$ cat config.mk
export PLATFORM = sky130hd
export DESIGN_NAME = coalescing_config_write_buffer
export DESIGN_NICKNAME = d
export VERILOG_FILES = /design/src/hw/rtl/ccwb_pkg.sv /design/src/hw/rtl/ccwb_front.sv /design/src/hw/rtl/ccwb_queue.sv /design/src/hw/rtl/ccwb_back.sv /design/src/hw/rtl/coalescing_config_write_buffer.sv
export SDC_FILE = /design/constraint.sdc
export NUM_CORES = 1
export LEC_CHECK = 0
export BUFFER_PORTS_ARGS = -buffer_cell sky130_fd_sc_hd__clkbuf_2
export CORE_UTILIZATION = 25
export CTS_BUF_LIST = sky130_fd_sc_hd__clkbuf_8
export CTS_CLUSTER_DIAMETER = 120
export DETAILED_ROUTE_END_ITERATION = 6
export SYNTH_ARGS = -nofsm -noshare
export SYNTH_HDL_FRONTEND = slang
export SYNTH_HIERARCHICAL = 1
export SYNTH_SLANG_ARGS = --single-unit
$ cat constraint.sdc
create_clock -name clk_i -period 6.75 [get_ports clk_i]
set_input_delay 1.35 -clock clk_i [delete_from_list [all_inputs] [get_ports clk_i]]
set_output_delay 1.35 -clock clk_i [all_outputs]
set_load 0.005 [all_outputs]
$ cat src/hw/rtl/ccwb_pkg.sv
// Package for the coalescing configuration write buffer.
// Holds payload structs, codes, reset values and the address-to-store mapping.
// No dependencies.
`timescale 1ns / 1ps

package ccwb_pkg;

  localparam int QueueDepthDefault = 4;
  localparam int CmdQueueDepth     = 2;
  localparam int CfgIdxW           = 3;
  localparam int NumStored         = 3;

  localparam logic [7:0] RevisionByte = 8'h01;
  localparam logic [7:0] ReadMiss     = 8'hFF;

  localparam logic [7:0] DeviceIdRst   = 8'd0;
  localparam logic [7:0] IdAddrRst     = 8'd0;
  localparam logic [7:0] HwRevAddrRst  = 8'd1;
  localparam logic [7:0] SwRevAddrRst  = 8'd2;
  localparam logic [7:0] WaterAddrRst  = 8'd16;
  localparam logic [7:0] FuelAddrRst   = 8'd17;
  localparam logic [7:0] BattAddrRst   = 8'd18;

  typedef enum logic [1:0] {
    KIND_READ  = 2'd0,
    KIND_WRITE = 2'd1,
    KIND_DRAIN = 2'd2
  } kind_e;

  typedef enum logic [1:0] {
    SLOT_WATER   = 2'd0,
    SLOT_FUEL    = 2'd1,
    SLOT_BATTERY = 2'd2,
    SLOT_NONE    = 2'd3
  } slot_e;

  typedef enum logic [CfgIdxW-1:0] {
    CFG_DEVICE_ID   = 3'd0,
    CFG_ID_ADDR     = 3'd1,
    CFG_HW_REV_ADDR = 3'd2,
    CFG_SW_REV_ADDR = 3'd3,
    CFG_WATER_ADDR  = 3'd4,
    CFG_FUEL_ADDR   = 3'd5,
    CFG_BATT_ADDR   = 3'd6
  } cfg_idx_e;

  typedef struct packed {
    logic [1:0] kind;
    logic [7:0] address;
    logic [7:0] value;
  } item_t;

  typedef struct packed {
    logic [7:0] read_data;
    logic       write_dropped;
    logic       drain_done;
    logic       programmed;
    logic       flush_pending;
    logic [1:0] queue_count;
  } result_t;

  typedef struct packed {
    logic [7:0] device_id;
    logic [7:0] id_address;
    logic [7:0] hw_rev_address;
    logic [7:0] sw_rev_address;
    logic [7:0] water_address;
    logic [7:0] fuel_address;
    logic [7:0] battery_address;
  } cfg_t;

  // Classified transaction handed from the front end to the back end.
  typedef struct packed {
    logic [1:0] kind;
    logic [7:0] address;
    logic [7:0] value;
    logic       ident_hit;
    logic [7:0] ident_data;
    slot_e      slot;
  } cmd_t;

  // Map a protocol address onto a store byte; water wins, then fuel, then battery.
  function automatic slot_e store_slot(input logic [7:0] addr, input cfg_t cfg);
    slot_e s;
    if (addr == cfg.water_address) begin
      s = SLOT_WATER;
    end else if (addr == cfg.fuel_address) begin
      s = SLOT_FUEL;
    end else if (addr == cfg.battery_address) begin
      s = SLOT_BATTERY;
    end else begin
      s = SLOT_NONE;
    end
    return s;
  endfunction

endpackage

$ cat src/hw/rtl/ccwb_front.sv
// Front end of the coalescing configuration write buffer.
// Decodes identity addresses and the store mapping of each incoming transaction.
// Depends on ccwb_pkg.
`timescale 1ns / 1ps

module ccwb_front (
  input  ccwb_pkg::item_t item_i,
  input  ccwb_pkg::cfg_t  cfg_i,
  output ccwb_pkg::cmd_t  cmd_o
);

  always_comb begin
    cmd_o.kind       = item_i.kind;
    cmd_o.address    = item_i.address;
    cmd_o.value      = item_i.value;
    cmd_o.slot       = ccwb_pkg::store_slot(item_i.address, cfg_i);
    cmd_o.ident_hit  = 1'b1;
    cmd_o.ident_data = ccwb_pkg::RevisionByte;
    // Identity addresses win in the order id, hardware, software.
    priority if (item_i.address == cfg_i.id_address) begin
      cmd_o.ident_data = cfg_i.device_id;
    end else if (item_i.address == cfg_i.hw_rev_address) begin
      cmd_o.ident_data = ccwb_pkg::RevisionByte;
    end else if (item_i.address == cfg_i.sw_rev_address) begin
      cmd_o.ident_data = ccwb_pkg::RevisionByte;
    end else begin
      cmd_o.ident_hit = 1'b0;
    end
  end

endmodule

$ cat src/hw/rtl/ccwb_queue.sv
// Short command queue between front end and back end.
// Small FIFO of classified transactions; depth from ccwb_pkg.
// Depends on ccwb_pkg.
`timescale 1ns / 1ps

module ccwb_queue (
  input  logic           clk_i,
  input  logic           rst_ni,
  input  logic           push_i,
  input  ccwb_pkg::cmd_t push_data_i,
  output logic           full_o,
  input  logic           pop_i,
  output logic           valid_o,
  output ccwb_pkg::cmd_t pop_data_o
);

  localparam int Depth = ccwb_pkg::CmdQueueDepth;
  localparam int PtrW  = $clog2(Depth);
  localparam int CntW  = $clog2(Depth + 1);

  ccwb_pkg::cmd_t mem_q [Depth];
  logic [PtrW-1:0] wr_ptr_q, wr_ptr_d, rd_ptr_q, rd_ptr_d;
  logic [CntW-1:0] count_q, count_d;

  assign full_o     = (count_q == CntW'(Depth));
  assign valid_o    = (count_q != '0);
  assign pop_data_o = mem_q[rd_ptr_q];

  always_comb begin
    wr_ptr_d = wr_ptr_q;
    rd_ptr_d = rd_ptr_q;
    count_d  = count_q;
    if (push_i) begin
      wr_ptr_d = wr_ptr_q + PtrW'(1);
    end
    if (pop_i) begin
      rd_ptr_d = rd_ptr_q + PtrW'(1);
    end
    unique case ({push_i, pop_i})
      2'b10:   count_d = count_q + CntW'(1);
      2'b01:   count_d = count_q - CntW'(1);
      default: count_d = count_q;
    endcase
  end

  always_ff @(posedge clk_i or negedge rst_ni) begin
    if (!rst_ni) begin
      wr_ptr_q <= '0;
      rd_ptr_q <= '0;
      count_q  <= '0;
    end else begin
      wr_ptr_q <= wr_ptr_d;
      rd_ptr_q <= rd_ptr_d;
      count_q  <= count_d;
    end
  end

  always_ff @(posedge clk_i) begin
    if (push_i) begin
      mem_q[wr_ptr_q] <= push_data_i;
    end
  end

endmodule

$ cat src/hw/rtl/ccwb_back.sv
// Back end of the coalescing configuration write buffer.
// Holds the coalescing ring and the three-byte store, executes one transaction
// per cycle while the output is not stalled and registers the result. Depends on ccwb_pkg.
`timescale 1ns / 1ps

module ccwb_back #(
  parameter int QueueDepth = ccwb_pkg::QueueDepthDefault
) (
  input  logic              clk_i,
  input  logic              rst_ni,
  input  ccwb_pkg::cfg_t    cfg_i,
  input  logic              cmd_valid_i,
  input  ccwb_pkg::cmd_t    cmd_i,
  output logic              cmd_pop_o,
  output logic              out_valid_o,
  input  logic              out_stall_i,
  output ccwb_pkg::result_t out_result_o
);

  localparam int IdxW = $clog2(QueueDepth);
  localparam logic [IdxW-1:0] LastIdx = IdxW'(QueueDepth - 1);
  localparam logic [IdxW:0]   DepthW  = (IdxW + 1)'(QueueDepth);

  logic [7:0] entry_addr_q [QueueDepth];
  logic [7:0] entry_val_q  [QueueDepth];
  logic [IdxW-1:0] head_q, head_d, tail_q, tail_d;
  logic [7:0] stored_q [ccwb_pkg::NumStored];
  logic [7:0] stored_d [ccwb_pkg::NumStored];

  logic              out_valid_q;
  ccwb_pkg::result_t result_q, result_d;

  logic                  fire;
  logic [IdxW-1:0]       count, count_after;
  logic [IdxW+1:0]       count_wide;
  logic [QueueDepth-1:0] in_ring, match, merge_we;
  logic                  found, append_we;
  logic [7:0]            match_value, slot_byte, head_byte;
  ccwb_pkg::slot_e       head_slot;

  function automatic logic [IdxW-1:0] ring_next(input logic [IdxW-1:0] i);
    return (i == LastIdx) ? '0 : i + IdxW'(1);
  endfunction

  function automatic logic [IdxW-1:0] ring_count(input logic [IdxW-1:0] h,
                                                 input logic [IdxW-1:0] t);
    logic [IdxW:0] wrapped;
    wrapped = {1'b0, t} + DepthW - {1'b0, h};
    return (t >= h) ? t - h : wrapped[IdxW-1:0];
  endfunction

  function automatic logic [7:0] byte_of(input ccwb_pkg::slot_e s,
                                         input logic [7:0] b0,
                                         input logic [7:0] b1,
                                         input logic [7:0] b2);
    logic [7:0] r;
    unique case (s)
      ccwb_pkg::SLOT_WATER:   r = b0;
      ccwb_pkg::SLOT_FUEL:    r = b1;
      ccwb_pkg::SLOT_BATTERY: r = b2;
      default:                r = ccwb_pkg::ReadMiss;
    endcase
    return r;
  endfunction

  assign fire         = cmd_valid_i && (!out_valid_q || !out_stall_i);
  assign cmd_pop_o    = fire;
  assign out_valid_o  = out_valid_q;
  assign out_result_o = result_q;
  assign count        = ring_count(head_q, tail_q);

  // Occupancy and address match over the live part of the ring.
  always_comb begin
    logic [IdxW:0] pos, off;
    match_value = '0;
    for (int i = 0; i < QueueDepth; i++) begin
      pos        = (IdxW + 1)'(i);
      off        = (pos >= {1'b0, head_q}) ? pos - {1'b0, head_q}
                                           : pos + DepthW - {1'b0, head_q};
      in_ring[i] = (off < {1'b0, count});
      match[i]   = in_ring[i] && (entry_addr_q[i] == cmd_i.address);
      if (match[i]) begin
        match_value = match_value | entry_val_q[i];
      end
    end
    found = |match;
  end

  assign slot_byte = byte_of(cmd_i.slot, stored_q[0], stored_q[1], stored_q[2]);
  assign head_slot = ccwb_pkg::store_slot(entry_addr_q[head_q], cfg_i);
  assign head_byte = byte_of(head_slot, stored_q[0], stored_q[1], stored_q[2]);

  always_comb begin
    head_d    = head_q;
    tail_d    = tail_q;
    stored_d  = stored_q;
    merge_we  = '0;
    append_we = 1'b0;
    result_d  = '0;
    unique case (ccwb_pkg::kind_e'(cmd_i.kind))
      ccwb_pkg::KIND_READ: begin
        if (cmd_i.ident_hit) begin
          result_d.read_data = cmd_i.ident_data;
        end else if (found) begin
          result_d.read_data = match_value;
        end else begin
          result_d.read_data = slot_byte;
        end
      end
      ccwb_pkg::KIND_WRITE: begin
        if (cmd_i.slot != ccwb_pkg::SLOT_NONE) begin
          if (found) begin
            merge_we = match;
          end else if (ring_next(tail_q) != head_q) begin
            append_we = 1'b1;
            tail_d    = ring_next(tail_q);
          end else begin
            result_d.write_dropped = 1'b1;
          end
        end
      end
      ccwb_pkg::KIND_DRAIN: begin
        if (count != '0) begin
          if (head_slot != ccwb_pkg::SLOT_NONE && head_byte != entry_val_q[head_q]) begin
            stored_d[head_slot] = entry_val_q[head_q];
            result_d.programmed = 1'b1;
          end
          head_d              = ring_next(head_q);
          result_d.drain_done = 1'b1;
        end
      end
      default: begin
      end
    endcase
    count_after            = ring_count(head_d, tail_d);
    count_wide             = (IdxW + 2)'(count_after);
    result_d.flush_pending = (count_after != '0);
    result_d.queue_count   = count_wide[1:0];
  end

  always_ff @(posedge clk_i or negedge rst_ni) begin
    if (!rst_ni) begin
      head_q      <= '0;
      tail_q      <= '0;
      out_valid_q <= 1'b0;
      for (int s = 0; s < ccwb_pkg::NumStored; s++) begin
        stored_q[s] <= '0;
      end
    end else begin
      if (fire) begin
        head_q      <= head_d;
        tail_q      <= tail_d;
        stored_q    <= stored_d;
        out_valid_q <= 1'b1;
      end else if (!out_stall_i) begin
        out_valid_q <= 1'b0;
      end
    end
  end

  always_ff @(posedge clk_i) begin
    if (fire) begin
      result_q <= result_d;
      for (int i = 0; i < QueueDepth; i++) begin
        if (merge_we[i]) begin
          entry_val_q[i] <= cmd_i.value;
        end
      end
      if (append_we) begin
        entry_addr_q[tail_q] <= cmd_i.address;
        entry_val_q[tail_q]  <= cmd_i.value;
      end
    end
  end

endmodule

$ cat src/hw/rtl/coalescing_config_write_buffer.sv
// Coalescing configuration write buffer: ring queue of pending byte writes in
// front of a three-byte store. Top level; instantiates ccwb_front, ccwb_queue
// and ccwb_back. Depends on ccwb_pkg.
//
// Each transaction is a read, a write, a drain or the unused kind code, which
// does nothing, and yields exactly one result. The block sustains one
// transaction per clock cycle while the output is not stalled: the back end
// compares the address against every live ring slot in parallel and updates the
// ring, the store and the result register together, so the ring update in the
// back end sets the rate. An accepted transaction is written into the command
// queue; the back end pops it from there and registers its result in the output
// register. The front end classifies each transaction against the configured
// addresses and pushes it into a two-entry command queue; in_stall_o rises only
// while that queue is full and has no combinational path from out_stall_i. The
// ring holds at most QueueDepth-1 entries; a write to a store-mapped address
// already queued merges into that entry, and a write that finds the ring full
// is dropped and flagged. Write configuration only while the block is idle. No
// clearing pass runs after reset.
`timescale 1ns / 1ps

module coalescing_config_write_buffer #(
  parameter int QueueDepth = ccwb_pkg::QueueDepthDefault
) (
  input  logic                           clk_i,
  input  logic                           rst_ni,
  // Input transactions
  input  logic                           in_valid_i,
  output logic                           in_stall_o,
  input  ccwb_pkg::item_t                in_item_i,
  // Results
  output logic                           out_valid_o,
  input  logic                           out_stall_i,
  output ccwb_pkg::result_t              out_result_o,
  // Configuration writes
  input  logic                           cfg_we_i,
  input  logic [ccwb_pkg::CfgIdxW-1:0]   cfg_index_i,
  input  logic [7:0]                     cfg_data_i
);

  ccwb_pkg::cfg_t cfg_q;
  ccwb_pkg::cmd_t front_cmd, queue_cmd;
  logic           queue_full, queue_valid, queue_pop, push;

  // Hold the configuration registers; unknown indexes are dropped.
  always_ff @(posedge clk_i or negedge rst_ni) begin
    if (!rst_ni) begin
      cfg_q.device_id       <= ccwb_pkg::DeviceIdRst;
      cfg_q.id_address      <= ccwb_pkg::IdAddrRst;
      cfg_q.hw_rev_address  <= ccwb_pkg::HwRevAddrRst;
      cfg_q.sw_rev_address  <= ccwb_pkg::SwRevAddrRst;
      cfg_q.water_address   <= ccwb_pkg::WaterAddrRst;
      cfg_q.fuel_address    <= ccwb_pkg::FuelAddrRst;
      cfg_q.battery_address <= ccwb_pkg::BattAddrRst;
    end else if (cfg_we_i) begin
      unique case (ccwb_pkg::cfg_idx_e'(cfg_index_i))
        ccwb_pkg::CFG_DEVICE_ID:   cfg_q.device_id       <= cfg_data_i;
        ccwb_pkg::CFG_ID_ADDR:     cfg_q.id_address      <= cfg_data_i;
        ccwb_pkg::CFG_HW_REV_ADDR: cfg_q.hw_rev_address  <= cfg_data_i;
        ccwb_pkg::CFG_SW_REV_ADDR: cfg_q.sw_rev_address  <= cfg_data_i;
        ccwb_pkg::CFG_WATER_ADDR:  cfg_q.water_address   <= cfg_data_i;
        ccwb_pkg::CFG_FUEL_ADDR:   cfg_q.fuel_address    <= cfg_data_i;
        ccwb_pkg::CFG_BATT_ADDR:   cfg_q.battery_address <= cfg_data_i;
        default: begin
        end
      endcase
    end
  end

  // Accept whenever the command queue has room.
  assign in_stall_o = queue_full;
  assign push       = in_valid_i && !queue_full;

  ccwb_front u_front (
    .item_i (in_item_i),
    .cfg_i  (cfg_q),
    .cmd_o  (front_cmd)
  );

  ccwb_queue u_queue (
    .clk_i       (clk_i),
    .rst_ni      (rst_ni),
    .push_i      (push),
    .push_data_i (front_cmd),
    .full_o      (queue_full),
    .pop_i       (queue_pop),
    .valid_o     (queue_valid),
    .pop_data_o  (queue_cmd)
  );

  ccwb_back #(
    .QueueDepth (QueueDepth)
  ) u_back (
    .clk_i        (clk_i),
    .rst_ni       (rst_ni),
    .cfg_i        (cfg_q),
    .cmd_valid_i  (queue_valid),
    .cmd_i        (queue_cmd),
    .cmd_pop_o    (queue_pop),
    .out_valid_o  (out_valid_o),
    .out_stall_i  (out_stall_i),
    .out_result_o (out_result_o)
  );

endmodule

==> results.md, run 1 <==
* Library cells used by synthesis at 64
* Maximum fanout encountered on the critical timing path at 11
* Post-Synth Simple-Gate Area at 0.0685
* Routed wire length at 26,500 um
* Number of antenna-violating nets in the routed design at 0
* Share of final-layout standard cells stronger than drive strength 1 at 0.311
* Result of the run: finished clean
* Setup TNS Final at 0 ps
* Net Count, Synth at about 800
* Required arrival time at the worst endpoint at just under 7000 ps
* Fraction of synthesized area in multiplexers at 0.159
* Number of endpoints with negative hold slack in the final report at 0
* Count of mapped cells out of synthesis at roughly 770
* Count of standard-cell rows at 77
* Count of cells along the worst hold path at 1
* Insertion delay of the later-clocked pin in the worst-skew pair at 540 ps
* Antenna violations before repair at 0
* Part of the Yosys area used for sequential elements at 0.564
* Average instance area after synthesis at between 10 and 15 um2
* Pins over their slew limit at 0
* Buffers inserted during post-CTS setup optimization at 0
* Critical path's slowest cell: sky130_fd_sc_hd__or4_1
* Post-route DRC violation count at 0
* Synth area leaders: sky130_fd_sc_hd__edfxtp_1, sky130_fd_sc_hd__dfrtp_1, sky130_fd_sc_hd__mux2_2
* Pwr per Cell Area at 365 mW/mm2
* Max Clock Freq at 201 MHz
* Number of global-route vias before repair at 6,744
* Top cell types by occurrence after synthesis: sky130_fd_sc_hd__edfxtp_1, sky130_fd_sc_hd__mux2_2, sky130_fd_sc_hd__dfrtp_1, sky130_fd_sc_hd__xnor2_1, sky130_fd_sc_hd__xor2_1
* Post-layout net count at 866
* Total of cells resized after clock tree synthesis at 0
* CTS tree: built
* Dominant combinational cell family by area after synthesis: multiplexers
* Initial core utilization at 0.253
* Global router's overall resource usage at 0.120
* Post-synth EDFFs at around 140
* Number of flip-flops and latches in the synthesized netlist at between 200 and 250
* Maximum resistive drop on vdd at about 0.14 mV
* Cells along the critical path: inv_1, ha_1, fa_1, ha_1, a221o_1, nor3_1, buf_4, or4_1, nand2b_1, o21bai_1, nor2_1, nand2_1, o21ai_1
* Yosys Warn Count at 6
* H-tree levels at 2
* Leading area contributor after synthesis: sky130_fd_sc_hd__edfxtp_1
* Number of filler instances in the final layout at 4,453
* WL per Instance at 18.4 um
* Routability cong. at roughly 0.89
* CP Launch Type: flop
* Slew Limit Headroom at 0.284
* Synthesized-area fraction occupied by ao, oa, aoi and oai cells at 0.0439
* Critical path start-end classification: flop to flop
* DIE AREA at 0.0457 mm2
* Count of input and output buffers at 49
* Layout overhead on the synthesized area at 12.5%
* Clock period minus worst slack at 4980 ps
* Slowest cell delay on critical path at 690 ps
* Dominant cell type by count on the critical path: sky130_fd_sc_hd__ha_1
* Xor-xnor portion of the synthesized cell area at 0.107
* Pin count of the biggest net entering global routing at 61
* Cell chosen for the clock root: sky130_fd_sc_hd__clkbuf_8
* Number of buffers on the longest clock path at 3
* Count of pins on the block boundary at 50
* Critical path capture point type: flop
* Count leader, synth: sky130_fd_sc_hd__edfxtp_1
* Antenna diode count at 0
* Routed via count divided by cell count at 4.45
* Overall power at 4600 uW
* Clock Sink Count at 225
* Final period util at 0.738
* Wire length of the first global-routing pass at 40,900 um
* First-pass iteration count of the detailed router at 5
* Leakage power at 0.00462 uW
* CTS Hold Buffers Added at 0
* HPWL Detailed at approximately 19,000 um
* Die outline width at 214 um
* Count of vias placed by the detailed router at 6,401
* Post-synthesis instance area at 0.0112 mm2
* Worst reg2reg path depth at 13
* Total of max-cap violations at 0
* Post-synthesis adder-cell area fraction at 0.0197
* Worst clock skew on the final layout at between 20 and 30 ps
* Signal arrival time at the worst endpoint at 5140 ps
* Die Y at 214 um
* Post-synth top area share at 0.365
* Total setup violations reported at the end of the flow at 0
* CTS buffer count at 40
* CORE AREA at 0.0442 mm2
* Worst Hold Class: flop to flop
* Slew of the pin with the lowest slew margin at 1070 ps
* 1st-iter DRT viols at 513
* Primary flip-flop cell chosen by synthesis mapping: sky130_fd_sc_hd__edfxtp_1
* RSZ-0062 raised after global routing: false
* Overflow left after global routing at 0
* Clock-pin slew on the worst setup and hold paths at 60 ps
* Ys async rst share at 0.396
[worst max-delay path: cells and delay by family, from the launching register on]
kind | cells | cell delay (ps)
compound gates | 3 | 980
flops | 1 | 490
fa+ha+maj | 3 | 1100
buf+inv | 2 | 350
simple gates | 5 | 1650
[cell families (layout without fill, tap and decap cells)]
group / after synthesis / after routing
AO/OA/AOI/OAI: 72 / 72
XOR/XNOR: 128 / 128
multiplexers: 137 / 137
AND/OR/NAND/NOR: 122 / 122
flip-flops: 225 / 225
buffers and inverters: 65 / 144
adder cells (fa/ha/maj): 17 / 17
[final timing paths]
kind,start,end,slack [ps]
max,u_back/tail_q[0],u_back/entry_val_q[3][0],1770
min,u_queue/count_q[1],u_queue/count_q[1],490
max reg2reg,u_back/tail_q[0],u_back/entry_val_q[3][0],1770
min reg2reg,u_queue/count_q[1],u_queue/count_q[1],490
max in group asynchronous,rst_ni,cfg_q[47],4810
min in group asynchronous,rst_ni,u_back/out_valid_o,740
[per-layer routing]
metal	global-route usage	share of wire
met1	0.160	0.45
met2	0.190	0.47
met3	0.0256	0.051
met4	0.0483	0.028
met5	0	0
[registers in the layout, summed over array words and instances, names as in the netlist, 2 cells and up]
| register | count |
|---|---|
| cfg_q | 56 |
| u_back/entry_addr_q | 32 |
| u_back/entry_val_q | 32 |
| u_back/head_q | 2 |
| u_back/out_result_o | 14 |
| u_back/stored_q | 24 |
| u_back/tail_q | 2 |
| u_queue/count_q | 2 |
| u_queue/mem_q | 58 |
[through the flow]
step	util	cell area, um2	instances	worst slack, ps	hold slack (ps)
2_1_floorplan	-	11200	766	2470	449
3_3_place_gp	0.269	11900	1365	1990	470
3_5_place_dp	0.269	11900	1365	1840	477
4_1_cts	0.285	12600	1437	1810	486
5_1_grt	0.285	12600	1437	1400	511
6_report	0.285	12600	1437	1770	489
[cell usage in the layout (no fill, tap or decap), types with 4 or more instances in the layout]
cell type / Yosys / routed
sky130_fd_sc_hd__nand4_1: 15 / 15
sky130_fd_sc_hd__o21ai_0: 13 / 13
sky130_fd_sc_hd__a22o_1: 4 / 4
sky130_fd_sc_hd__inv_1: 12 / 26
sky130_fd_sc_hd__nor3_1: 30 / 30
sky130_fd_sc_hd__clkbuf_8: 0 / 42
sky130_fd_sc_hd__mux4_2: 16 / 16
sky130_fd_sc_hd__dfstp_2: 7 / 7
sky130_fd_sc_hd__mux2_4: 16 / 16
sky130_fd_sc_hd__nor4_1: 8 / 8
sky130_fd_sc_hd__mux2i_1: 4 / 4
sky130_fd_sc_hd__xor2_1: 50 / 50
sky130_fd_sc_hd__buf_4: 22 / 12
sky130_fd_sc_hd__o22ai_1: 8 / 8
sky130_fd_sc_hd__mux2_2: 93 / 93
sky130_fd_sc_hd__mux2_1: 8 / 8
sky130_fd_sc_hd__and2_1: 14 / 14
sky130_fd_sc_hd__nand2_1: 16 / 16
sky130_fd_sc_hd__ha_1: 16 / 16
sky130_fd_sc_hd__a22oi_1: 11 / 11
sky130_fd_sc_hd__clkinv_1: 0 / 9
sky130_fd_sc_hd__a21oi_1: 13 / 13
sky130_fd_sc_hd__dfrtp_1: 82 / 82
sky130_fd_sc_hd__xnor2_2: 7 / 7
sky130_fd_sc_hd__o2111ai_1: 5 / 5
sky130_fd_sc_hd__clkinv_2: 0 / 6
sky130_fd_sc_hd__xnor2_1: 69 / 69
sky130_fd_sc_hd__o21ai_1: 5 / 5
sky130_fd_sc_hd__clkbuf_2: 0 / 48
sky130_fd_sc_hd__edfxtp_1: 136 / 136
sky130_fd_sc_hd__nor2_1: 9 / 8
[report_power, final]
part           internal [uW]  switching (uW)
clock network            576             549
logic                    659             868
registers               1800             153
[cell type report]
| type | instances | area [um2] | share of cell area |
|---|---|---|---|
| timing repair buffer | 60 | 330 | 0.0262 |
| inverter | 12 | 45.0 | 0.00357 |
| clock inverter | 30 | 124 | 0.00983 |
| tap | 592 | 741 | 0.0588 |
| clock buffer | 42 | 578 | 0.0459 |
| sequential | 225 | 6320 | 0.501 |
| multi-input combinational | 476 | 4460 | 0.354 |
(Power assumes the default switching activity.)
==> inputs of run 2 (changes only) <==
==> constraint.sdc (replaced) <==
create_clock -name clk_i -period 4.1 [get_ports clk_i]
set_input_delay 0.82 -clock clk_i [delete_from_list [all_inputs] [get_ports clk_i]]
set_output_delay 0.82 -clock clk_i [all_outputs]
set_load 0.005 [all_outputs]
==> run 2 against run 1 <==
- total power rose by 68%
- first-iteration DRC count shrank 43%
- cell count up 0.84%
- global-route usage is 0.34 points lower
- critical path depth grew 2
- combinational power rose by 68%
- maximum frequency is 29% higher
- worst hold slack got worse by 140 ps
- register-to-register slack worse by 1500 ps
- largest cell class unchanged
==> results.md, run 2 (synthesis gave the netlist of run 1 again) <==
* Result of the run: finished clean
* Worst reg2reg path depth at 15
* Slowest cell delay on critical path at 540 ps
* Switching part of the total at 0.343
* Register-to-register setup slack at 240 ps
* Number of buffers on the longest clock path at 3
* Antenna violations before repair at 0
* Worst setup endpoint: u_back/out_result_o[2]
* Slew Limit Headroom at 0.325
* H-tree levels at 2
* Clock Sink Count at 225
* Max Clock Freq at between 200 and 300 MHz
* Worst clock skew on the final layout at 21.3 ps
* Maximum fanout encountered on the critical timing path at 6
* Min Hold Slack at 344 ps
* RSZ-0062 raised after global routing: false
* Final period util at 0.941
* Count of standard-cell rows at 77
* CP Depth at 15
* Overflow left after global routing at 0
* Slew of the pin with the lowest slew margin at just over 1000 ps
* Total of cells resized after clock tree synthesis at 0
* Dominant cell type by count on the critical path: sky130_fd_sc_hd__ha_1
* Combinational share of power at 0.333
* Number of buffers and inverters on the critical path at 1
* Maximum resistive drop on vdd at roughly 0.23 mV
* CP Launch Type: flop
* Count of vias placed by the detailed router at between 6,000 and 7,000
* Leading cell type in the layout, fill and taps excluded: sky130_fd_sc_hd__edfxtp_1
* Leakage power at 0.00466 uW
* Number of endpoints with negative hold slack in the final report at 0
* Leading cell types in the layout, fill and taps excluded: sky130_fd_sc_hd__edfxtp_1, sky130_fd_sc_hd__mux2_2, sky130_fd_sc_hd__dfrtp_1
* Number of antenna-violating nets in the routed design at 0
* Worst Hold Class: primary input to async pin
* Worst setup path startpoint: u_back/tail_q[0]
* Setup TNS Final at 0 ps
* M2 GR Usage at 0.186
* Max FFs per register at slightly below 60
* First-pass iteration count of the detailed router at 7
* Signal arrival time at the worst endpoint at 4160 ps
* CP delay by family, top: adder cells
* Critical path's slowest cell: sky130_fd_sc_hd__or4_1
* Layout overhead on the synthesized area at 13.7%
* 1st-iter DRT viols at a little under 300
* Share of final-layout standard cells stronger than drive strength 1 at 0.332
* Clock period minus worst slack at 3860 ps
* CTS Hold Buffers Added at 0
* Total of max-cap violations at 0
* CORE AREA at ~0.044 mm2
* Startpoint of the lowest-slack register-to-register path: u_back/tail_q[0]
* Wire length of the first global-routing pass at 40,000 um
* Die outline width at 214 um
* Routability cong. at between 0.8 and 0.9
* Buffers inserted during post-CTS setup optimization at 0
* Count of pins on the block boundary at 50
* Routed wire length at approximately 26,000 um
* Post-layout net count at slightly below 900
* Routed via count divided by cell count at 4.39
* Overall power at 7720 uW
* Pwr per Cell Area at 606 mW/mm2
* Clock-pin slew on the worst setup and hold paths at 60 ps
* CTS tree: built
* DIE AREA at ~0.046 mm2
* HPWL Detailed at 18,200 um
* CTS buffer count at 40
* Total setup violations reported at the end of the flow at 0
* Critical path start-end classification: flop to flop
* Pins over their slew limit at 0
* Required arrival time at the worst endpoint at 4400 ps
* Met3 demand-to-capacity share in global routing at 0.0226
* Internal portion of total power at 5080 uW
* Switching power of the nets at about 2600 uW
* Global router's overall resource usage at 0.117
* Number of filler instances in the final layout at about 4,500
* Finished Layout Cells at 1,449
* Post-route DRC violation count at 0
* Initial core utilization at 0.253
* Insertion delay of the later-clocked pin in the worst-skew pair at 560 ps
* GRT busiest layer: met2
* Die Y at 214 um
* Cell chosen for the clock root: sky130_fd_sc_hd__clkbuf_8
* Reg-to-reg endpoint: u_back/out_result_o[2]
* Relative contribution of sequential cells to total power at 0.415
* Met1 layer usage reported by global route at 0.161
* Placed Cells at 1,377
* Count of input and output buffers at 49
* WL per Instance at 18.0 um
* Cells along the critical path: inv_2, ha_1, fa_2, ha_1, a221o_1, nor3_2, or4_1, nand2b_1, o21bai_2, nor3_2, a21oi_1, ha_1, xnor2_1, xnor2_1, or2_1
* Critical path capture point type: flop
* Pin count of the biggest net entering global routing at 67
* Most flops, register: u_queue/mem_q
* Number of global-route vias before repair at 6,561
* Clk network pwr share at 0.252
* Largest registers ranked by flip-flop count: u_queue/mem_q (58), cfg_q (56)
[run 2: worst register-to-register path, delay by kind of cell (launching register included)]
kind	cells	cell delay, ps
fa+ha+maj	4	1200
xor+xnor	2	280
compound gates	3	490
buf+inv	1	110
flops	1	380
simple gates	5	1140
[run 2: worst min-delay path by stage]
stage	startpoint	end	slack (ps)	cells past startpoint
finish	rst_ni	u_back/out_valid_o	340	1
global placement	u_queue/count_q[1]	u_queue/count_q[1]	470	1
CTS	rst_ni	u_back/out_valid_o	380	1
global route	rst_ni	u_back/out_valid_o	400	1
floorplan	u_queue/count_q[1]	u_queue/count_q[1]	450	1
detailed placement	u_queue/count_q[1]	u_queue/count_q[1]	470	1
[run 2: layout make-up]
cell class | count | area (um2) | area share
inverters | 12 | 45.0 | 0.00353
clock buffers | 40 | 551 | 0.0432
multi-input cells | 476 | 4480 | 0.352
clock inverters | 31 | 176 | 0.0138
well taps | 592 | 741 | 0.0581
diodes | 1 | 2.50 | 0.000196
flip-flops and latches | 225 | 6320 | 0.496
repair buffers | 72 | 427 | 0.0335
[run 2: metal layers]
metal / part of all wire / vias to the layer above
met3: 0.037 / 45
met2: 0.47 / 128
li1: - / 2953
met4: 0.020 / 0
met5: 0 / -
met1: 0.47 / 3240
[run 2: power groups by stage]
stage	clock network (uW)	logic, uW	registers (uW)
after floorplan	0	1910	3200
after global placement	0	2530	3240
after detailed placement	0	2570	3250
after CTS	2010	2590	3210
after global routing	2140	2820	3250
final	1950	2570	3210
[run 2: through the flow]
step	worst slack, ps	util	instance area (um2)
6_report	241	0.288	12700
4_1_cts	127	0.288	12700
2_1_floorplan	-173	-	11200
5_1_grt	10.8	0.288	12700
3_3_place_gp	277	0.271	12000
3_5_place_dp	163	0.271	12000
